==> config.mk <==
export PLATFORM = sky130hd
export DESIGN_NAME = tea_cfg_regs
export DESIGN_NICKNAME = d
export VERILOG_FILES = /design/src/sv/tea_pkg.sv /design/src/sv/tea_cfg_regs.sv
export SDC_FILE = /design/constraint.sdc
export NUM_CORES = 1
export LEC_CHECK = 0
export BUFFER_PORTS_ARGS = -buffer_cell sky130_fd_sc_hd__clkbuf_2
export CORE_MARGIN = 2
export CORE_UTILIZATION = 54
export DETAILED_ROUTE_END_ITERATION = 10
export GPL_TIMING_DRIVEN = 0
export PLACE_DENSITY = 0.85
export RECOVER_POWER = 25
export SYNTH_ARGS = -nofsm -noshare
export SYNTH_HDL_FRONTEND = slang
export SYNTH_SLANG_ARGS = --single-unit
==> constraint.sdc <==
create_clock -name clk -period 2.1 [get_ports clk]
set_clock_uncertainty 0.05 [all_clocks]
set_input_delay 0.105 -clock clk [delete_from_list [all_inputs] [get_ports clk]]
set_output_delay 0.105 -clock clk [all_outputs]
set_load 0.01 [all_outputs]
==> src/sv/tea_pkg.sv <==
package tea_pkg;

  // round constant and default round count
  localparam logic [31:0] TEA_DELTA      = 32'h9e37_79b9;
  localparam int unsigned ROUNDS_DEFAULT = 32;

  // configuration port
  localparam int unsigned PADDR_W = 4;
  localparam int unsigned PDATA_W = 32;

  typedef enum logic [1:0] {
    REG_KEY0 = 2'd0,
    REG_KEY1 = 2'd1,
    REG_KEY2 = 2'd2,
    REG_KEY3 = 2'd3
  } reg_idx_t;

  // operation codes
  localparam logic OP_ENCRYPT = 1'b0;
  localparam logic OP_DECRYPT = 1'b1;

  typedef struct packed {
    logic        operation;
    logic [31:0] left_word;
    logic [31:0] right_word;
  } req_beat_t;

  typedef struct packed {
    logic [31:0] left_result;
    logic [31:0] right_result;
  } rsp_beat_t;

  // data carried from stage to stage
  typedef struct packed {
    logic        op;
    logic [31:0] y;
    logic [31:0] z;
  } stage_t;

  typedef struct packed {
    logic [31:0] k0;
    logic [31:0] k1;
    logic [31:0] k2;
    logic [31:0] k3;
  } key_t;

  // tea feistel mixing term
  function automatic logic [31:0] tea_mix(input logic [31:0] v, input logic [31:0] sum,
                                          input logic [31:0] ka, input logic [31:0] kb);
    return ((v << 4) + ka) ^ (v + sum) ^ ((v >> 5) + kb);
  endfunction

endpackage

==> src/sv/tea_cfg_regs.sv <==
module tea_cfg_regs (
  input  logic                          clk,
  input  logic                          rst,
  input  logic                          psel,
  input  logic                          penable,
  input  logic                          pwrite,
  input  logic [tea_pkg::PADDR_W-1:0]   paddr,
  input  logic [tea_pkg::PDATA_W-1:0]   pwdata,
  output logic [tea_pkg::PDATA_W-1:0]   prdata,
  output logic                          pready,
  output tea_pkg::key_t                 key
);
  import tea_pkg::*;

  reg_idx_t idx;
  logic     wr_en;

  assign idx    = reg_idx_t'(paddr[3:2]);
  assign wr_en  = psel && penable && pwrite;
  assign pready = 1'b1;

  // key word registers
  always_ff @(posedge clk) begin
    if (rst) begin
      key <= '0;
    end else if (wr_en) begin
      case (idx)
        REG_KEY0: key.k0 <= pwdata;
        REG_KEY1: key.k1 <= pwdata;
        REG_KEY2: key.k2 <= pwdata;
        REG_KEY3: key.k3 <= pwdata;
        default:  key    <= key;
      endcase
    end
  end

  // read back
  always_comb begin
    case (idx)
      REG_KEY0: prdata = key.k0;
      REG_KEY1: prdata = key.k1;
      REG_KEY2: prdata = key.k2;
      REG_KEY3: prdata = key.k3;
      default:  prdata = '0;
    endcase
  end

endmodule

==> metrics.txt <==
per-cell routed wire length=18.5 um; I/O pins=202; port bufs=about 200; Synth area leaders=dfxtp_1, mux2i_1, nand2b_1, mux4_2, buf_4; Biggest register=key; pwr dens=about 740 nW/um^2; Slew Limit Fails=0; Leakage=about 3.8 nW; final setup violation count=0; clk buf depth=2; commonest non-fill, non-tap cells in the layout=nand2b_1, clkbuf_2, mux2i_1, dfxtp_1, clkbuf_1; CTS buffer count=17; CTS HTree Levels=4; Syn-to-layout area delta=34.5%; Hold Crit Class=in2reg; share of power burned in registers=a little over two fifths; CTS tree=built; # rows=38; initial antenna violation count=0; Setup CP Type=in2reg; top-area cell type share of the netlist area=between 40 and 50%; Post-Syn Nets=between 500 and 600; # DRC=0; setup_tns=0 ns; switching power total=1.30 mW; Sw Ratio=approximately 22%; outcome=completed; Largest regs=key: 128 flops; Slew @ Worst Pin=between 0.8 and 0.9 ns; clock sinks=approximately 130; Critical Path End Type=flip-flop; global-route wire length before repair=25,600 um; CORE AREA=about 11,000 um^2; Post-DP Area=between 7000 and 8000 um^2; Vias=a little under 5,000; crit path DAT=2.24 ns; crit path max fanout=10; design area=approximately 8000 um^2; DRT antenna net count=0; final hold violations=0; # diodes=0; Cell Area, Synth=just under 6000 um^2; Root Buffer Master=clkbuf_8; VDD IR max=~540 uV; Worst setup SP type=input pin; min cycle time layout=about 1.8 ns; Post-CTS Setup Repair Bufs=0; vias in the first global route=about 5,000; sequential share of the synthesized area=a little over two fifths; Worst-Skew Late Latency=~0.51 ns; FMAX=542 MHz; GPL Wtd Cong=0.811; Worst-path clk slew=~0.060 ns; die area=11,800 um^2; gr usage total=between 20% and 30%; GRT Residual Overflow=0; Comb pwr share=7.8%; number of DRC markers in iteration 0=approximately 170; post-cts resize count=0; max_slew headroom=between 40% and 50%; final net count=about 800; Initial Util=between 50% and 60%; unrepaired setup endpoints after global routing=false; Synth area leader=dfxtp_1; largest net degree at the start of global routing=17; max reg flops=~130; Tcrit/Tclk final=between 80% and 90%; Post-Synthesis Cells=approximately 500; Max Cap Viol=0; DR vias/cell=5.33; clock group share of total power=between 40% and 50%; most common cell after layout, fill and taps aside=nand2b_1; CP Data Required Time=roughly 2.5 ns; yosys warns=0; Syn Area/Cell=11.9 um^2; Pint=around 4.6 mW; WL final=16,700 um; die height=109 um; First-pass DRT Iterations=5; Die W=109 um; count of cell types in the netlist=16; share of cells above drive strength 1=between 30% and 40%; Synth Register Bits=128; Post-DP HPWL=11,500 um
[cells by family after synthesis]
| group | Yosys count | synth area share (%) |
|---|---|---|
| other | 1 | 0.0636 |
| flip-flops | 128 | 43.4 |
| multiplexers | 160 | 33.9 |
| buffers and inverters | 39 | 4.37 |
| AND/OR/NAND/NOR | 168 | 18.2 |
[cell type report]
type,instances,area (um^2)
clock inverter,10,134
timing repair buffer,233,1290
clock buffer,22,463
multi-input combinational,329,3070
sequential,128,2560
tap,140,175
fill,787,2810
buffer,39,234
[cell usage after synthesis]
| cell type | n |
|---|---|
| buf_2 | 2 |
| conb_1 | 1 |
| buf_6 | 8 |
| nor3_2 | 1 |
| nand3b_2 | 1 |
| clkbuf_1 | 16 |
| nand3_2 | 2 |
| buf_4 | 13 |
| and3_1 | 1 |
| nand2b_1 | 160 |
| mux4_2 | 32 |
| nand3b_1 | 1 |
| or3_1 | 1 |
| nor3b_2 | 1 |
| dfxtp_1 | 128 |
| mux2i_1 | 128 |
[per-layer routing]
| layer | global-route usage (%) | part of all wire, % |
|---|---|---|
| met5 | 0 | 0 |
| met2 | 51.0 | 52 |
| met4 | 10.4 | 1.7 |
| met3 | 7.23 | 6.0 |
| met1 | 33.6 | 41 |
[path summary, 6_finish.rpt]
path	to	cells after the start	startpoint	slack [ns]
setup / recovery	key[87]$_SDFFE_PP0P_	7	penable	0.25
hold / removal	key[127]$_SDFFE_PP0P_	4	paddr[2]	0.03
setup reg to reg	key[77]$_SDFFE_PP0P_	2	key[77]$_SDFFE_PP0P_	1.32
hold reg to reg	key[115]$_SDFFE_PP0P_	2	key[115]$_SDFFE_PP0P_	0.44
[timing repair]
| action | 4_1_cts | 5_1_grt |
|---|---|---|
| endpoints found under the hold margin | 128 | 0 |
| endpoints found under the setup margin | 0 | 0 |
| hold buffers | 36 | 0 |
[stage by stage]
step / total power [mW] / cells / setup WS (ns) / utilization (%) / hold slack [ns]
floorplan: 2.80 / 496 / 0.919 / - / 0.276
global placement: 2.94 / 833 / 0.540 / 65.7 / 0.386
detailed placement: 2.95 / 833 / 0.522 / 65.7 / 0.397
CTS: 5.90 / 901 / 0.280 / 74.6 / 0.0324
global route: 6.04 / 901 / 0.153 / 73.8 / 0.0419
finish: 5.89 / 901 / 0.254 / 73.8 / 0.0314
[critical path, cell delays in order]
cell	delay, ns
dlygate4sd3_1	0.52
clkbuf_1	0.10
nand3_1	0.10
dlygate4sd3_1	0.63
nor3b_2	0.27
buf_4	0.28
mux2i_1	0.23
[power by group through the flow]
| stage | sequential (mW) | clock (mW) | combinational (mW) |
|---|---|---|---|
| 2_1_floorplan | 2.55 | 0 | 0.247 |
| 3_3_place_gp | 2.54 | 0 | 0.404 |
| 3_5_place_dp | 2.54 | 0 | 0.411 |
| 4_1_cts | 2.49 | 2.95 | 0.465 |
| 5_1_grt | 2.49 | 3.06 | 0.492 |
| 6_report | 2.49 | 2.94 | 0.460 |
No activity file was read; power rests on OpenSTA's default activity.
