[config.mk]
export PLATFORM = sky130hd
export DESIGN_NAME = tea_round_stage
export DESIGN_NICKNAME = d
export VERILOG_FILES = /design/src/sv/tea_pkg.sv /design/src/sv/tea_round_stage.sv
export SDC_FILE = /design/constraint.sdc
export NUM_CORES = 1
export LEC_CHECK = 0
export BUFFER_PORTS_ARGS = -buffer_cell sky130_fd_sc_hd__buf_2
export CAP_MARGIN = 25
export CORE_ASPECT_RATIO = 1.2
export CORE_MARGIN = 3
export CORE_UTILIZATION = 56
export DETAILED_ROUTE_END_ITERATION = 16
export PLACE_DENSITY_LB_ADDON = 0.05
export SLEW_MARGIN = 20
export SYNTH_ARGS = -nofsm -noshare
export SYNTH_HDL_FRONTEND = slang
export SYNTH_SLANG_ARGS = --single-unit
[constraint.sdc]
create_clock -name clk -period 10.7 [get_ports clk]
set_clock_uncertainty 0.15 [all_clocks]
set_input_delay 1.07 -clock clk [delete_from_list [all_inputs] [get_ports clk]]
set_output_delay 1.07 -clock clk [all_outputs]
set_load 0.02 [all_outputs]
[src/sv/tea_pkg.sv]
package tea_pkg;

  // round constant and default round count
  localparam logic [31:0] TEA_DELTA      = 32'h9e37_79b9;
  localparam int unsigned ROUNDS_DEFAULT = 32;

  // configuration port
  localparam int unsigned PADDR_W = 4;
  localparam int unsigned PDATA_W = 32;

  typedef enum logic [1:0] {
    REG_KEY0 = 2'd0,
    REG_KEY1 = 2'd1,
    REG_KEY2 = 2'd2,
    REG_KEY3 = 2'd3
  } reg_idx_t;

  // operation codes
  localparam logic OP_ENCRYPT = 1'b0;
  localparam logic OP_DECRYPT = 1'b1;

  typedef struct packed {
    logic        operation;
    logic [31:0] left_word;
    logic [31:0] right_word;
  } req_beat_t;

  typedef struct packed {
    logic [31:0] left_result;
    logic [31:0] right_result;
  } rsp_beat_t;

  // data carried from stage to stage
  typedef struct packed {
    logic        op;
    logic [31:0] y;
    logic [31:0] z;
  } stage_t;

  typedef struct packed {
    logic [31:0] k0;
    logic [31:0] k1;
    logic [31:0] k2;
    logic [31:0] k3;
  } key_t;

  // tea feistel mixing term
  function automatic logic [31:0] tea_mix(input logic [31:0] v, input logic [31:0] sum,
                                          input logic [31:0] ka, input logic [31:0] kb);
    return ((v << 4) + ka) ^ (v + sum) ^ ((v >> 5) + kb);
  endfunction

endpackage

[src/sv/tea_round_stage.sv]
module tea_round_stage #(
  parameter int unsigned ROUNDS = tea_pkg::ROUNDS_DEFAULT,
  parameter int unsigned STAGE  = 0
) (
  input  logic            clk,
  input  logic            rst,
  input  tea_pkg::key_t   key,
  input  logic            up_valid,
  output logic            up_ready,
  input  tea_pkg::stage_t up_data,
  output logic            dn_valid,
  input  logic            dn_ready,
  output tea_pkg::stage_t dn_data
);
  import tea_pkg::*;

  // each stage is one half round; the round sum is fixed per stage
  localparam int unsigned RND       = STAGE / 2;
  localparam bit          EVEN      = (STAGE % 2) == 0;
  localparam logic [63:0] ENC_SUM64 = 64'(TEA_DELTA) * 64'(RND + 1);
  localparam logic [63:0] DEC_SUM64 = 64'(TEA_DELTA) * 64'(ROUNDS - RND);
  localparam logic [31:0] ENC_SUM   = ENC_SUM64[31:0];
  localparam logic [31:0] DEC_SUM   = DEC_SUM64[31:0];

  logic        upd_y;
  logic [31:0] v, sum, ka, kb, tgt, m, res;
  stage_t      nxt;
  logic        valid;

  // half-round datapath
  always_comb begin
    upd_y = EVEN ^ (up_data.op == OP_DECRYPT);
    v     = upd_y ? up_data.z : up_data.y;
    tgt   = upd_y ? up_data.y : up_data.z;
    ka    = upd_y ? key.k0 : key.k2;
    kb    = upd_y ? key.k1 : key.k3;
    sum   = (up_data.op == OP_DECRYPT) ? DEC_SUM : ENC_SUM;
    m     = tea_mix(v, sum, ka, kb);
    res   = (up_data.op == OP_DECRYPT) ? (tgt - m) : (tgt + m);
    nxt   = up_data;
    if (upd_y) begin
      nxt.y = res;
    end else begin
      nxt.z = res;
    end
  end

  // stage takes a beat when empty or when its beat moves on
  assign up_ready = !valid || dn_ready;

  always_ff @(posedge clk) begin
    if (rst) begin
      valid <= 1'b0;
    end else if (up_ready) begin
      valid <= up_valid;
    end
  end

  always_ff @(posedge clk) begin
    if (up_ready && up_valid) begin
      dn_data <= nxt;
    end
  end

  assign dn_valid = valid;

endmodule

==> results.md, run 1 <==
* Tcrit/Tclk final at 80.0%
* Largest net degree at the start of global routing at 131
* Crit path DAT at 8.46 ns
* Main synth FF type: edfxtp_1
* Die area at 0.0215 sq mm
* Status: finished clean
* Largest cells by area after synthesis: edfxtp_1 18%, ha_1 11%, xnor2_1 11%, mux2_2 9.1%, a21oi_1 4.4%
* Worst-path maximum fanout at 130
* Via-per-instance ratio at 6.03
* Fin. Hold Viols at 0
* Routed vias at 10800
* Post-CTS setup buffers at 0
* Number of global-route vias before repair at 9864
* CTS Hold Bufs at 0
* Post-synth EDFFs at 65
* Max-Cap Viols at 0
* Max H-tree Level at 3
* Post-route cell area at 0.0128 sq mm
* Num rows at 55
* Worst setup EP type: flip-flop
* CTS Buf Count at 9
* Core ar. at 0.0191 sq mm
* Placed wire-length estimate at 27.4 mm
* Relative slew slack at 31.2%
* Hold slack final at 0.364 ns
* Clock Path Buffers at 2
* Io pins at 264
* Post-layout util at 67.1%
* Sequential fraction of the synthesis area at 17.8%
* Initial antenna violation count at 3
* Distinct cells, synth at 89
* First-pass GRT wire length at 51.8 mm
* Initial core utilization at 57.9%
* Detailed Route Iter0 Violations at 908
* Most frequent cell after synthesis: xnor2_1
* Layout cell share with drive strength beyond 1 at 25.7%
* Clock latency on the worst-skew pair at 0.32 ns
* Cell Area, Synth at 0.0111 sq mm
* Syn Nets at 1591
* Synth cell count leaders: 134 x xnor2_1, 107 x nand2_1, 97 x a21oi_1
* #FFs+latches synth at 66
* Area delta synth->final at 15.9%
* Pwr dens at 225 mW/mm^2
* Synthesized instance count at 1296
* Worst EP required at 10.59 ns
* YS warnings at 0
* Nets@finish at 1828
* Synth top area share at 17.6%
* Pins Over Slew Limit at 0
* Die width at 134 um
* Routed WL at 33.3 mm
* Setup_tns at 0 ns
* Drt pass-1 iters at 5
* Routability cong. at 0.984
* Drt wl/cell at 18.5 um
* Worst VDD drop at 122 uV
* Die Span Y at 160 um
* CTS tree: built
* All-layer global routing usage at 29.7%
* I/O Buffers at 263
* Syn Area/Cell at 8.55 sq um
* DR DRC count at 0
* Post-DP Area at 0.0125 sq mm
* Hold Crit Class: flip-flop to flip-flop
* Clock-pin slew on the worst setup and hold paths at 0.05 ns
* # resized after CTS at 0
* Startpoint types: input pin
* Critical path class: input pin to flip-flop
* Total gr overflow at 0
* Tightest Pin Transition at 1.03 ns
* LEAKAGE at 5.71 nW
* Post-route ant nets at 0
* Max Fclk at 0.117 GHz
* Final Setup Violations at 0
* Area leader, netlist: edfxtp_1
* CTS sink count at 66
* Final min period at 8.56 ns
* CTS Root Cell: clkbuf_16
* RSZ-0062 raised after global routing: false
* Asr flop ratio synth at 0%
-- per-layer routing --
layer  up-vias  part of all wire [%]  GRT usage (%)
met4         0                   1.4           6.11
met5         -                     0              0
li1       5334                     -              -
met3        36                   8.4           4.16
met1      4998                    47           45.1
met2       473                    43           44.9
-- final timing paths --
| check | startpoint | end | slack, ns | cells after the start |
|---|---|---|---|---|
| hold reg to reg | dn_valid | dn_valid | 0.36 | 2 |
| hold / removal | dn_valid | dn_valid | 0.36 | 2 |
| setup / recovery | up_data[64] | dn_data[61] | 2.14 | 28 |
| setup reg to reg | dn_valid | dn_data[59] | 8.99 | 3 |
-- where the power goes --
| group | switching [mW] | internal [mW] | total [mW] |
|---|---|---|---|
| Sequential | 0.0196 | 0.435 | 0.455 |
| Combinational | 1.26 | 0.905 | 2.16 |
| Clock | 0.0966 | 0.177 | 0.273 |
| Total | 1.37 | 1.52 | 2.89 |
-- worst max-delay path, cell delays in order --
cell      delay (ns)
clkbuf_8        0.63
buf_4           0.74
nand2b_1        0.21
nand2_1         0.20
ha_1            0.43
and3_1          0.20
and3_1          0.16
a311oi_1        0.82
o21ai_0         0.28
xnor2_1         0.20
xnor2_1         0.32
and2_1          0.19
and4_1          0.21
nor2_1          0.05
xor2_1          0.17
ha_1            0.37
o21ai_0         0.18
nand2b_1        0.10
a21o_1          0.18
a21oi_1         0.20
a311oi_1        0.09
a311oi_1        0.40
o21bai_1        0.11
a21oi_1         0.25
o21ai_0         0.11
a21oi_1         0.19
xor2_1          0.19
o21ai_0         0.12
-- per-stage QoR --
step | instances | setup WS, ns | total power [mW]
after detailed placement | 1778 | 1.96 | 2.57
after global placement | 1778 | 2.13 | 2.56
final | 1797 | 2.14 | 2.89
after global routing | 1796 | 1.49 | 3.12
after floorplan | 1296 | 1.75 | 2.09
after CTS | 1793 | 2.27 | 2.86
-- registers in the layout, summed over array words and instances, names as in the netlist --
signal / count
dn_data: 65
dn_valid: 1
-- area by class of cell --
cell class | instances | area, sq um
Tap cell | 256 | 320
Sequential cell | 66 | 1970
Inverter | 44 | 165
Clock buffer | 9 | 225
Multi-Input combinational cell | 1144 | 8730
Timing Repair Buffer | 268 | 1360
Clock inverter | 6 | 58.8
Antenna cell | 4 | 10.0
Fill cell | 1690 | 6290
-- cells by family after synthesis --
family / Yosys count / synth area share, %
compound gates: 420 / 25.1
xor+xnor: 190 / 16.3
fa+ha+maj: 98 / 11.3
buf+inv: 86 / 3.43
flops: 66 / 17.8
mux: 105 / 10.6
simple gates: 331 / 15.5
-- cell usage in the layout (no fill, tap or decap), drive strengths merged, types with 26 or more instances in the layout --
cell type	instances
nor2	56
mux2	92
inv	44
a21o	51
xnor2	134
edfxtp	65
xor2	46
nand2	107
ha	95
a21oi	97
o21ai	99
o21bai	26
buf	267
(Power assumes the default switching activity.)
==> run 2: changes to the inputs <==
--- a/config.mk
+++ b/config.mk
@@ -9,7 +9,7 @@
 export CAP_MARGIN = 25
 export CORE_ASPECT_RATIO = 1.2
 export CORE_MARGIN = 3
-export CORE_UTILIZATION = 56
+export CORE_UTILIZATION = 51
 export DETAILED_ROUTE_END_ITERATION = 16
 export PLACE_DENSITY_LB_ADDON = 0.05
 export SLEW_MARGIN = 20
==> constraint.sdc (replaced) <==
create_clock -name clk -period 7.3 [get_ports clk]
set_clock_uncertainty 0.15 [all_clocks]
set_input_delay 0.73 -clock clk [delete_from_list [all_inputs] [get_ports clk]]
set_output_delay 0.73 -clock clk [all_outputs]
set_load 0.02 [all_outputs]
==> run 2 against run 1 <==
  * Critical path depth down 4
  * Setup slack lost 1.8 ns
  * Routed wire length rose by 2.5%
  * Register-to-register slack got worse by 3.4 ns
  * Clock-buffer cell count increased by 4
  * Combinational power rose by 53%
  * Die area grew 9.4%
  * Largest cell class unchanged
==> results.md, run 2 (synthesized netlist as in run 1, its figures left out) <==
* Logic pwr share at 74.7% (about the same)
* Fin. Hold Viols at 0 (unchanged)
* Die area at 0.0235 sq mm (+9.4%)
* All-layer global routing usage at 28.1% (-1.6 points)
* Worst-path maximum fanout at 14 (-89%)
* Critical path startpoint: up_data[64]
* Nets@finish at 1874 (+2.5%)
* Internal power at 2.38 mW (+57%)
* Initial core utilization at 52.3% (-5.6 points)
* Clock power share at 10.2% (+0.7 points)
* Drt wl/cell at 18.4 um (-0.83%)
* Buf+Inv Stages, Crit Path at 3 (+1)
* Routability cong. at 0.972 (-1.2%)
* Number of global-route vias before repair at 10100 (+2.3%)
* Clock-pin slew on the worst setup and hold paths at 0.05 ns (about the same)
* Clock latency on the worst-skew pair at 0.32 ns (about the same)
* DR DRC count at 0 (unchanged)
* Final min period at 6.96 ns
* Startpoint types: input pin
* Pwr dens at 330 mW/mm^2 (+46%)
* Seq. cell area at 0.00197 sq mm (unchanged)
* Routed WL at 34.2 mm (+2.5%)
* Most frequent cells in the layout: 262 x buf_2, 133 x xnor2_1, 107 x nand2_1
* RSZ-0062 raised after global routing: false
* Largest net degree at the start of global routing at 89 (-32%)
* Max H-tree Level at 3 (unchanged)
* Core ar. at 0.0212 sq mm (+11%)
* Io pins at 264 (unchanged)
* Routed vias at 10900 (+0.96%)
* Slowest-stage cell, CP: xnor3_1
* Final Non-Filler Cells at 1858 (+3.4%)
* Clock Path Buffers at 2 (unchanged)
* Total gr overflow at 0 (unchanged)
* Layout cell share with drive strength beyond 1 at 29.4% (+3.7 points)
* Worst EP required at 7.29 ns (-3.30 ns)
* Worst VDD drop at 379 uV (+210%)
* CTS Root Cell: clkbuf_16
* Critical path class: input pin to flip-flop
* Final Setup Violations at 0 (unchanged)
* WP depth at 24 (-14%)
* Worst Setup EP: dn_data[63]
* Crit path DAT at 6.95 ns (-1.51 ns)
* Worst R2R Setup Slack at 5.60 ns (-3.39 ns)
* Max Fclk at 0.144 GHz
* Via-per-instance ratio at 5.89 (-2.4%)
* CTS Buf Count at 9 (unchanged)
* I/O Buffers at 263 (unchanged)
* Status: finished clean
* CP Cell Sequence: clkbuf_8, buf_4, o21ai_0, ha_1, a21o_1, o21bai_1, xnor2_1, xnor3_1, nor4_4, nand3_2, and4bb_2, nor2_1, xor2_1, ha_1, and3_1, o311ai_0, buf_4, a311oi_1, a311oi_2, o21ai_1, xor2_1, xnor3_1, and4_1, o31ai_2
* Area of the multi-input gates at 0.00886 sq mm (+1.5%)
* Worst setup EP type: flip-flop
* Seq pwr share at 15.1% (-0.6 points)
* Die width at 141 um (+4.6%)
* CTS tree: built
* Die Span Y at 167 um (+4.6%)
* Biggest register: dn_data
* Num rows at 58 (+5.5%)
* Inst Count DP at 1838 (+3.4%)
* Sw power at 2.04 mW (+49%)
* Relative slew slack at 48.3% (+17 points)
* Max reg flops at 65 (unchanged)
* LEAKAGE at 6.01 nW (+5.3%)
* Filler Cells Inserted at 1882 (+11%)
* Placed wire-length estimate at 28.8 mm (+4.9%)
* Worst path top cell family by delay: compound AO/OA/AOI/OAI gates
* Setup_tns at 0 ns (unchanged)
* Initial antenna violation count at 4 (+1)
* Tightest Pin Transition at 0.776 ns (-0.250 ns)
* Slowest cell delay on critical path at 0.51 ns (-0.31 ns)
* Reg-to-Reg End: dn_data[31]
* Max-Cap Viols at 0 (unchanged)
* First-pass GRT wire length at 53.7 mm (+3.8%)
* Net Sw Frac at 46.2% (-1.3 points)
* RR Startpoint: dn_valid
* CTS sink count at 66 (unchanged)
* Post-CTS setup buffers at 0 (unchanged)
* R2R depth at 3 (unchanged)
* Area delta synth->final at 21.1%
* Hold Crit Class: flip-flop to flip-flop
* Drt pass-1 iters at 5 (unchanged)
* Most common cell after layout, fill and taps aside: buf_2
* Post-route ant nets at 0 (unchanged)
* Detailed Route Iter0 Violations at 730 (-20%)
* Pins Over Slew Limit at 0 (unchanged)
* Tcrit/Tclk final at 95.4%
==> run 2: cell types whose count changed in the layout (fill, tap and decap cells not counted), sizes merged <==
cell      delta
buf         +46
bufinv       +1
clkbuf       +4
clkinv       -2
clkinvlp     -2
==> run 2: power groups by stage <==
| stage | combinational, mW | sequential [mW] | clock, mW |
|---|---|---|---|
| 6_report | 3.30 | 0.668 | 0.449 |
| 5_1_grt | 3.63 | 0.682 | 0.474 |
| 4_1_cts | 3.25 | 0.670 | 0.458 |
| 3_5_place_dp | 3.23 | 0.677 | 0 |
| 3_3_place_gp | 3.21 | 0.672 | 0 |
| 2_1_floorplan | 2.25 | 0.859 | 0 |
==> run 2: worst min path at each step <==
stage | from | to | depth (start not counted)
after floorplan | dn_valid | dn_valid | 2
after global placement | dn_valid | dn_valid | 2
after detailed placement | dn_valid | dn_valid | 2
after CTS | dn_valid | dn_valid | 2
after global routing | dn_valid | dn_valid | 2
final | dn_valid | dn_valid | 2
==> run 2: what timing repair did <==
action | 4_1_cts | 5_1_grt
setup endpoints to repair | 0 | 4
hold buffers | 0 | 0
gates resized for setup | 0 | 7
==> run 2: area by class of cell <==
cell class              instances  area share [%]
diodes                          4          0.0746
clock buffers                  13            1.87
clock inverters                 3           0.485
inverters                      44            1.23
multi-input cells            1144            66.0
flip-flops and latches         66            14.7
well taps                     270            2.52
repair buffers                314            13.1
==> run 2: through the flow <==
stage	hold slack (ns)	util, %	instance area [sq um]	power [mW]	worst slack, ns
after floorplan	0.579	-	11300	3.11	-0.193
after global placement	0.345	61.6	13100	3.88	0.0741
after global routing	0.408	63.3	13400	4.78	0.0492
after detailed placement	0.349	61.6	13100	3.91	0.0205
final	0.357	63.3	13400	4.42	0.337
after CTS	0.359	63.1	13400	4.38	0.352
==> run 2: metal layers <==
metal | up-vias | routed length (um) | track usage (%)
met1 | 5073 | 16800 | 44.2
met5 | - | 0 | 0
li1 | 5429 | - | -
met3 | 26 | 2240 | 2.20
met2 | 417 | 14600 | 41.9
met4 | 0 | 465 | 6.07
==> run 2: worst min-delay path, stage by stage, from the launching register on <==
cell and delay (ns):
dfxtp_1 0.30, nand2b_1 0.09, a21oi_1 0.07
